## src/rtl/isort_pkg.sv

```systemverilog
// Types and constants for the insertion sorter.
package isort_pkg;

    localparam int DATA_W = 32;

    typedef logic signed [DATA_W-1:0] data_t;

    typedef enum logic {
        ST_COLLECT,
        ST_DRAIN
    } state_t;

    // Broadcast from the controller to every cell.
    typedef struct packed {
        logic  insert;
        logic  pop;
        data_t value;
    } cell_ctrl_t;

endpackage

```

## src/rtl/isort_cell.sv

```systemverilog
// One cell of the sorting chain: holds a value and its valid bit.
module isort_cell
    import isort_pkg::*;
(
    input  logic       aclk,
    input  logic       aresetn,
    input  cell_ctrl_t ctrl,
    input  logic       prev_valid,
    input  logic       prev_gt,
    input  data_t      prev_value,
    input  logic       next_valid,
    input  data_t      next_value,
    output logic       valid,
    output logic       gt,
    output data_t      value
);

    logic  valid_reg, valid_next;
    data_t value_reg, value_next;

    // Stored value sorts after the incoming one: it moves one place up.
    assign gt    = valid_reg && (value_reg > ctrl.value);
    assign valid = valid_reg;
    assign value = value_reg;

    always_comb begin
        valid_next = valid_reg;
        value_next = value_reg;
        if (ctrl.insert) begin
            if (prev_gt) begin
                value_next = prev_value;
                valid_next = 1'b1;
            end else if (gt || (!valid_reg && prev_valid)) begin
                value_next = ctrl.value;
                valid_next = 1'b1;
            end
        end else if (ctrl.pop) begin
            // advance toward the head
            value_next = next_value;
            valid_next = next_valid;
        end
    end

    always_ff @(posedge aclk) begin
        if (!aresetn) begin
            valid_reg <= 1'b0;
        end else begin
            valid_reg <= valid_next;
        end
        value_reg <= value_next;
    end

endmodule

```

## config.mk

```make
export PLATFORM = sky130hd
export DESIGN_NAME = isort_cell
export DESIGN_NICKNAME = d
export VERILOG_FILES = /design/src/rtl/isort_pkg.sv /design/src/rtl/isort_cell.sv
export SDC_FILE = /design/constraint.sdc
export NUM_CORES = 1
export LEC_CHECK = 0
export ABC_AREA = 1
export ABC_CLOCK_PERIOD_IN_PS = 6900
export BUFFER_PORTS_ARGS = -buffer_cell sky130_fd_sc_hd__buf_4
export CORE_MARGIN = 3
export CORE_UTILIZATION = 49
export CTS_BUF_LIST = sky130_fd_sc_hd__clkbuf_16
export DETAILED_ROUTE_END_ITERATION = 10
export PLACE_DENSITY = 0.85
export REMOVE_ABC_BUFFERS = 1
export SYNTH_ARGS = -nofsm -noshare
export SYNTH_HDL_FRONTEND = slang
export SYNTH_SLANG_ARGS = --single-unit
```

## constraint.sdc

```tcl
create_clock -name aclk -period 6.9 [get_ports aclk]
set_clock_uncertainty 0.2 [all_clocks]
set_input_delay 0.69 -clock aclk [delete_from_list [all_inputs] [get_ports aclk]]
set_output_delay 0.69 -clock aclk [all_outputs]
set_load 0.03 [all_outputs]
```

* Word-level counts from Yosys, hierarchy flattened *
Cells that the tools add are included.
Widths: inputs -> output; s select.

word-level totals
  flip-flop bits (word level) = 33
  bits of input ports = 103

cells by class
  order comparisons = 1
  equal/unequal tests = 1
  mux-type cells = 8
  reduce and logical (&&, ||, !) cells = 6

operators by type and width
  operator            count
  $mux 32             4
  $gt 32x32->1        1
  $mux 1              4
  $ne 3x1->1 const B  1
  $logic_and 1x1->1   2
  $reduce_and 2->1    1
  $reduce_bool 2->1   1
  $logic_not 1->1     1
  $logic_or 1x1->1    1

* Logic depth before layout (Yosys ltp) *
Gate-level depths: netlist (run 1).

  depth after elaboration = 6
  depth in mapped cells = 19

* Least setup slack after synthesis (run 1) *
No wires, ideal clock.

  path type = input to register
  start point = input port ctrl[31] (netlist bit)
  end point = register value_reg[0] (netlist: value[0]), enable pin
  library setup time = 0.387 ns
  arrival time = 2.410 ns
  required time = 6.313 ns
  slack = 3.903 ns
  cell stages on the path = 14
  path buffers = 0
  cell sequence = inv_1 -> ha_1 -> nand2_1 -> nor2_2 -> nand2_2 -> nor2_2 -> nand2_1 -> nand2_1 -> nand2_1 -> nand2_1 -> nand2_1 -> nand2_1 -> nand2_2 -> inv_1

between the ends
  cells in the longest elaborated chain, start to end = 5

ends and longest elaborated chain
  item                               line              text
  start, declared                    isort_cell.sv:7   input cell_ctrl_t ctrl,
  $gt 32x32->1                       isort_cell.sv:22  assign gt = valid_reg && (value_reg > ctrl.value);
  $logic_and 1x1->1                  isort_cell.sv:22
  $logic_or 1x1->1                   isort_cell.sv:33  end else if (gt || (!valid_reg && prev_valid)) begin
  $ne 3x1->1 (no source line)        n/a
  $reduce_and 2->1 (no source line)  n/a
  end signal, assigned               isort_cell.sv:50  value_reg <= value_next;
  end, declared                      isort_cell.sv:19  data_t value_reg, value_next;

Every way passes these cells.
A chain may end at the register's enable or synchronous reset.

* Worst setup path after layout (run 1) *
  start point = input port ctrl[33] (netlist bit)
  end point = register value_reg[30] (netlist: value[30]), enable pin

between the ends
  cells in the longest elaborated chain, start to end = 2
  elaborated cells between the ends (all ways) = 3
  those cells by class = eq/ne (1); reduce/logical (2)

ends and longest elaborated chain
  item
  $ne 3x1->1 (no source line) / $reduce_bool 2->1 (equally long branches)
  $reduce_and 2->1 (no source line) *

Every way passes the cells marked *; elsewhere a longest branch is shown, timed or not.

==> impl_metrics.py, run 1 <==
metrics = {
    "placed_design": {
        "dp_hpwl_um": 5710,
        "pre_cts_ws_ns": 3.57,
        "gp_congestion": 0.795,
        "port_buffers": 136,
    },
    "floorplan": {
        "die_w_um": 78.2,
        "fp.dieH_um": 78.2,
        "num_rows": 25,
        "die-area_um2": 6110,
        "pin_count": 137,
        "floorplan.initialDensity_pct": 52.3,
        "core_region_area_um2": 4880,
    },
    "synthesis": {
        "ys_seq_area_share_pct": 38.5,
        "syn_area_per_cell_um2": 7.57,
        "syn-cell-area_um2": 2550,
        "post_synth_inst_count": 337,
        "yosys_register_bits": 33,
        "synth_cell_type_count": 23,
        "synth_largest_type_area_fraction_pct": 37.7,
        "yosys-top-cells-area": "sky130_fd_sc_hd__edfxtp_1, sky130_fd_sc_hd__ha_1, sky130_fd_sc_hd__o21ai_0",
        "synth.yosys.warnings": 0,
        "synthDominantAreaCellType": "sky130_fd_sc_hd__edfxtp_1",
    },
    "critical_path": {
        "timing.critical_path.from_type": "primary input",
        "worst-path-buf-inv": 4,
        "worst_path_most_repeated_cell": "sky130_fd_sc_hd__buf_4",
        "crit_family": "buffers and inverters",
        "critical_path.endpoint_type": "register",
        "worst-r2r-setup-slack_ns": 4.13,
        "arrival_ns": 2.85,
        "cpMaxStageDelayCell": "sky130_fd_sc_hd__clkinv_1",
        "path_cells": "buf_4, clkinv_1, nor3_1, nand2_1, nand2_2, inv_1, buf_4",
        "rr_worst_depth": 14,
        "worstReg2RegEnd": "value[30]$_DFFE_PP_",
        "crit_path_max_fanout": 34,
        "cp_max_stage_delay_ns": 0.84,
        "cp_data_required_time_ns": 6.70,
        "criticalPathCategory": "in -> reg",
        "regToRegStartpoint": "value[31]$_DFFE_PP_",
    },
    "clocking": {
        "clock_root_buffer_master": "sky130_fd_sc_hd__clkbuf_16",
        "cts_post_setup_buffers_inserted": 0,
        "cts_tree": "yes",
        "clock_path_buffers": 2,
        "cts.hold.buffers_added": 0,
        "cts-buffers-inserted": 5,
        "htree_levels": 2,
        "clk_latency_ns": 0.27,
        "clock-sinks": 33,
        "cts_repair_resize_count": 0,
        "clk_pin_slew_ns": 0.05,
    },
    "route": {
        "drt_iter0_markers": 115,
        "drc_errors": 0,
        "route.detailed.vias_per_inst": 5.05,
        "routed_wirelength_um": 7340,
        "drt_first_pass_iters": 4,
        "ant_nets": 0,
        "vias": 2705,
        "avgRoutedWirePerCell_um": 13.7,
    },
    "outcome": {
        "outcome": "finished clean",
    },
    "sta": {
        "worst_slew_margin_rel_pct": 30.3,
        "maxSlewViolCount": 0,
        "worstMarginPinSlew_ns": 1.04,
        "post-route-worst-setup-slack_ns": 3.85,
        "setup_violations": 0,
        "final.min_clock_period_ns": 3.05,
        "max_freq_ghz": 0.327,
        "tns_ns": 0,
        "timing.final.crit_share_pct": 44.3,
        "grt_setup_unrepaired": "false",
        "finalHoldViolCount": 0,
    },
    "global_routing": {
        "gr-total-overflow": 0,
        "global_route.usage.met2_pct": 46.2,
        "grt.met3_usage_pct": 7.57,
        "vias_in_the_first_global_route": 2840,
        "grt_first_pass_wirelength_um": 12100,
        "grt_antenna_before_repair": 0,
        "grt_max_degree": 35,
        "routing_usage_on_met1_pct": 26.4,
        "globalRoute.busiestLayer": "met2",
        "track_usage_pct": 24.7,
    },
    "power_and_ir_drop": {
        "netSwitchingPower_uw": 223,
        "share_clk_of_total_power_pct": 29.0,
        "share_comb_of_total_power_pct": 33.8,
        "vdd.ir_drop.worst_v": 0.000130,
        "swShare_pct": 31.6,
        "pwr_dens_nw_per_um2": 188,
        "power.leakage_uw": 0.00194,
        "intPower_uw": 482,
        "seq_power_share_pct": 37.2,
    },
    "min_path": {
        "min-delay-start": "valid$_SDFFE_PN0P_",
        "whs_endpoint": "valid$_SDFFE_PN0P_",
        "worstHoldPathCells": 2,
        "hp-class": "reg -> reg",
    },
    "final_layout": {
        "insertedDiodeCount": 0,
        "area.growth.synth_to_final_pct": 47.0,
        "largest_register_ffs": 32,
        "drive_gt1_share_pct": 32.8,
        "finalNetCount": 604,
    },
    "flow_run": {
        "maxCapViolCount": 0,
    },
}
[worst reg2reg max path, cell delays in order (launching register included)]
cell and delay (ns):
sky130_fd_sc_hd__edfxtp_1 0.41, sky130_fd_sc_hd__ha_1 0.35, sky130_fd_sc_hd__nand2_1 0.10, sky130_fd_sc_hd__nor2_2 0.14, sky130_fd_sc_hd__nand2_2 0.07, sky130_fd_sc_hd__nor2_2 0.12, sky130_fd_sc_hd__nand2_1 0.08, sky130_fd_sc_hd__nand2_1 0.06
sky130_fd_sc_hd__nand2_1 0.04, sky130_fd_sc_hd__nand2_1 0.05, sky130_fd_sc_hd__nand2_1 0.06, sky130_fd_sc_hd__nand2_1 0.07, sky130_fd_sc_hd__nand2_2 0.06, sky130_fd_sc_hd__inv_1 0.23, sky130_fd_sc_hd__buf_4 0.39
[synthesized netlist by cell type, drive strengths merged]
master  number
a21o         1
a21oi       14
clkbuf      12
clkinv       2
dfxtp        1
edfxtp      32
ha          32
inv         46
nand2       77
nand3        3
nand3b       1
nand4        2
nor2        45
nor3         1
o21a         1
o21ai       66
or2          1
[layout make-up]
cell class / count / area [um2]
multi-input cells: 244 / 1350
fillers: 404 / 1130
repair buffers: 137 / 1030
flip-flops and latches: 33 / 981
inverters: 48 / 180
clock buffers: 5 / 125
well taps: 67 / 83.8
clock inverters: 2 / 7.51
[worst max-delay path by stage]
stage                          endpoint  cells past startpoint  slack (ns)     start
CTS                 value[29]$_DFFE_PP_                      7        3.86  ctrl[33]
floorplan            value[0]$_DFFE_PP_                     14        3.90  ctrl[31]
detailed placement  value[29]$_DFFE_PP_                      7        3.57  ctrl[33]
finish              value[30]$_DFFE_PP_                      7        3.85  ctrl[33]
global route        value[17]$_DFFE_PP_                      7        3.59  ctrl[33]
global placement    value[24]$_DFFE_PP_                      7        3.62  ctrl[33]
[power by group through the flow]
stage | Combinational (uW) | Clock, uW | Sequential, uW
3_5_place_dp | 239 | 0 | 266
2_1_floorplan | 86.3 | 0 | 307
3_3_place_gp | 232 | 0 | 265
6_report | 238 | 205 | 262
4_1_cts | 240 | 208 | 263
5_1_grt | 265 | 218 | 266
[through the flow]
step	hold slack [ns]	std cells	power [uW]	utilization, %	area (um2)
final	0.295	536	705	76.9	3750
after detailed placement	0.291	529	505	74.2	3620
after floorplan	0.409	325	393	-	2510
after global placement	0.287	529	497	74.2	3620
after CTS	0.298	536	711	76.9	3750
after global routing	0.307	536	749	76.9	3750
[per-layer routing]
metal  up-vias  routed length [um]
li1       1374                   -
met1      1209                2740
met2       111                3860
met3        11                 632
met4         0                 108
met5         -                   0
[cells by family after synthesis]
logic type | Yosys count | share of synthesized area [%]
simple gates | 130 | 20.4
flops | 33 | 38.5
buf+inv | 60 | 8.83
compound gates | 82 | 16.6
fa+ha+maj | 32 | 15.7
[placed cells by master, fill, tap and decap left out]
cell                        count
sky130_fd_sc_hd__ha_1          32
sky130_fd_sc_hd__or2_2          1
sky130_fd_sc_hd__a21oi_2        2
sky130_fd_sc_hd__nand3b_1       1
sky130_fd_sc_hd__inv_2          3
sky130_fd_sc_hd__nand4_2        1
sky130_fd_sc_hd__clkinv_1       3
sky130_fd_sc_hd__inv_1         44
sky130_fd_sc_hd__nand3_1        3
sky130_fd_sc_hd__edfxtp_1      32
sky130_fd_sc_hd__nand2_2        2
sky130_fd_sc_hd__o21ai_1        2
sky130_fd_sc_hd__a21o_1         1
sky130_fd_sc_hd__dfxtp_1        1
sky130_fd_sc_hd__nor2_1        43
sky130_fd_sc_hd__buf_4        137
sky130_fd_sc_hd__o21a_2         1
sky130_fd_sc_hd__nor3_1         1
sky130_fd_sc_hd__nor2_2         2
sky130_fd_sc_hd__clkbuf_16      5
sky130_fd_sc_hd__nand2_1       75
sky130_fd_sc_hd__o21ai_0       64
sky130_fd_sc_hd__a21oi_1       12
sky130_fd_sc_hd__nand4_1        1
No activity file was read; power rests on OpenSTA's default activity.
==> run 2, diff against run 1 <==
--- a/config.mk
+++ b/config.mk
@@ -6,13 +6,13 @@
 export NUM_CORES = 1
 export LEC_CHECK = 0
 export ABC_AREA = 1
-export ABC_CLOCK_PERIOD_IN_PS = 6900
+export ABC_CLOCK_PERIOD_IN_PS = 2770
 export BUFFER_PORTS_ARGS = -buffer_cell sky130_fd_sc_hd__buf_4
 export CORE_MARGIN = 3
-export CORE_UTILIZATION = 49
+export CORE_UTILIZATION = 41
 export CTS_BUF_LIST = sky130_fd_sc_hd__clkbuf_16
 export DETAILED_ROUTE_END_ITERATION = 10
-export PLACE_DENSITY = 0.85
+export PLACE_DENSITY = 0.76
 export REMOVE_ABC_BUFFERS = 1
 export SYNTH_ARGS = -nofsm -noshare
 export SYNTH_HDL_FRONTEND = slang
==> constraint.sdc (replaced) <==
create_clock -name aclk -period 2.77 [get_ports aclk]
set_clock_uncertainty 0.2 [all_clocks]
set_input_delay 0.277 -clock aclk [delete_from_list [all_inputs] [get_ports aclk]]
set_output_delay 0.277 -clock aclk [all_outputs]
set_load 0.03 [all_outputs]
==> run 2 against run 1 <==
Net effect: flip-flop and latch count unchanged; global-route usage decreased by 5.0 points; worst hold slack got worse by 0.22 ns; combinational power increased to 2.5 times the previous value; die area increased by 18%; critical path type is now reg -> out; highest routed layer unchanged.
==> impl_metrics.py, run 2 (same netlist as run 1, synthesis figures left out) <==
metrics = {
    "power_and_ir_drop": {
        "vdd.ir_drop.worst_v": 0.000315,
        "pwr_dens_nw_per_um2": 462,
        "power.leakage_uw": 0.00197,
        "finalPower_uw": 1760,
    },
    "floorplan": {
        "fp.dieH_um": 84.9,
        "core_region_area_um2": 5990,
        "floorplan.initialDensity_pct": 42.6,
        "die-area_um2": 7200,
        "die_w_um": 84.9,
        "pin_count": 137,
        "num_rows": 28,
    },
    "placed_design": {
        "port_buffers": 136,
        "gp_congestion": 0.774,
        "pre_cts_ws_ns": 0.250,
        "dp_hpwl_um": 5600,
    },
    "route": {
        "ant_nets": 0,
        "routed_wirelength_um": 7070,
        "avgRoutedWirePerCell_um": 12.9,
        "route.detailed.vias_per_inst": 4.93,
        "drt_first_pass_iters": 4,
        "vias": 2704,
        "drc_errors": 0,
        "drt_iter0_markers": 86,
    },
    "critical_path": {
        "timing.critical_path.from_type": "register",
        "worst-path-buf-inv": 2,
        "cp_max_stage_delay_ns": 0.38,
        "criticalPathCategory": "reg -> out",
        "crit_path_max_fanout": 4,
        "arrival_ns": 2.03,
        "worst_path_most_repeated_cell": "sky130_fd_sc_hd__nand2_1",
        "crit_family": "simple AND/OR/NAND/NOR gates",
        "cp_data_required_time_ns": 2.29,
        "path_cells": "ha_1, nand2_1, nor2_2, nand2_2, nor2_2, nand2_1, nand2_1, nand2_1, nand2_1, nand2_1, inv_1, buf_4",
        "critical_path.endpoint_type": "output pin",
        "cpMaxStageDelayCell": "sky130_fd_sc_hd__edfxtp_1",
    },
    "sta": {
        "grt_setup_unrepaired": "false",
        "worstMarginPinSlew_ns": 0.592,
        "worst_slew_margin_rel_pct": 60.5,
        "timing.final.crit_share_pct": 90.5,
        "final.min_clock_period_ns": 2.51,
        "tns_ns": 0,
        "setup_violations": 0,
        "max_freq_ghz": 0.399,
        "finalHoldViolCount": 0,
        "post-route-worst-setup-slack_ns": 0.263,
        "maxSlewViolCount": 0,
    },
    "global_routing": {
        "gr-total-overflow": 0,
        "grt_antenna_before_repair": 0,
        "vias_in_the_first_global_route": 2723,
        "grt_max_degree": 35,
        "grt_first_pass_wirelength_um": 11800,
        "track_usage_pct": 19.7,
    },
    "clocking": {
        "clock_root_buffer_master": "sky130_fd_sc_hd__clkbuf_16",
        "cts_post_setup_buffers_inserted": 0,
        "htree_levels": 2,
        "cts_tree": "yes",
        "cts.hold.buffers_added": 0,
        "cts-buffers-inserted": 5,
        "clock_path_buffers": 2,
        "clock-sinks": 33,
        "clk_pin_slew_ns": 0.05,
        "clk_latency_ns": 0.27,
    },
    "final_layout": {
        "layout_commonest_cell": "sky130_fd_sc_hd__buf_4",
        "finalNetCount": 608,
        "insertedDiodeCount": 0,
        "drive_gt1_share_pct": 33.8,
        "area.growth.synth_to_final_pct": 49.4,
        "largest_register_ffs": 32,
        "most-common-layout-cells": "sky130_fd_sc_hd__buf_4, sky130_fd_sc_hd__nand2_1, sky130_fd_sc_hd__o21ai_0, sky130_fd_sc_hd__inv_1, sky130_fd_sc_hd__nor2_1",
    },
    "outcome": {
        "outcome": "finished clean",
    },
    "flow_run": {
        "maxCapViolCount": 0,
    },
    "min_path": {
        "hp-class": "in -> reg",
    },
}
## run 2: metrics by stage
stage	cells	cell area [um2]	utilization, %	hold WS, ns
after global routing	549	3810	63.6	0.0700
after detailed placement	541	3670	61.3	0.314
after CTS	549	3810	63.6	0.0721
after global placement	541	3670	61.3	0.302
after floorplan	325	2510	-	0.213
final	549	3810	63.6	0.0753
## run 2: final cells by class
class	instances	area, um2
fillers	552	2180
repair buffers	141	1070
multi-input cells	244	1350
clock inverters	3	12.5
inverters	48	180
flip-flops and latches	33	981
well taps	75	93.8
clock buffers	5	125
## run 2: routing by layer
metal,GRT usage (%),part of all wire (%)
met5,0,0
met4,4.03,0.44
met3,4.47,7.6
met2,37.1,52
met1,22.8,40
## run 2: final timing paths
| path | start | end | slack (ns) | cells past startpoint |
|---|---|---|---|---|
| worst max register to register | value[31]$_DFFE_PP_ | value[3]$_DFFE_PP_ | 0.27 | 14 |
| worst max-delay path | value[31]$_DFFE_PP_ | gt | 0.26 | 12 |
| worst min-delay path | aresetn | valid$_SDFFE_PN0P_ | 0.08 | 3 |
| worst min register to register | valid$_SDFFE_PN0P_ | valid$_SDFFE_PN0P_ | 0.33 | 2 |
## run 2: worst register-to-register path: stages (launching register included)
cell	delay (ns)
sky130_fd_sc_hd__edfxtp_1	0.38
sky130_fd_sc_hd__ha_1	0.38
sky130_fd_sc_hd__nand2_1	0.10
sky130_fd_sc_hd__nor2_2	0.15
sky130_fd_sc_hd__nand2_2	0.08
sky130_fd_sc_hd__nor2_2	0.15
sky130_fd_sc_hd__nand2_1	0.08
sky130_fd_sc_hd__nand2_1	0.07
sky130_fd_sc_hd__nand2_1	0.05
sky130_fd_sc_hd__nand2_1	0.05
sky130_fd_sc_hd__nand2_1	0.06
sky130_fd_sc_hd__nand2_1	0.07
sky130_fd_sc_hd__nand2_2	0.06
sky130_fd_sc_hd__inv_1	0.09
sky130_fd_sc_hd__buf_4	0.22
## run 2: where the power goes
group / switching, uW / internal (uW) / leakage, uW
logic: 332 / 266 / 0.00157
registers: 32.6 / 619 / 0.000332
clock network: 187 / 324 / 0.0000687
total: 552 / 1210 / 0.00197
## run 2: timing repair
| action | CTS | global route |
|---|---|---|
| hold endpoints to repair | 0 | 0 |
| endpoints found under the setup margin | 0 | 24 |
| gates resized for setup | 0 | 1 |
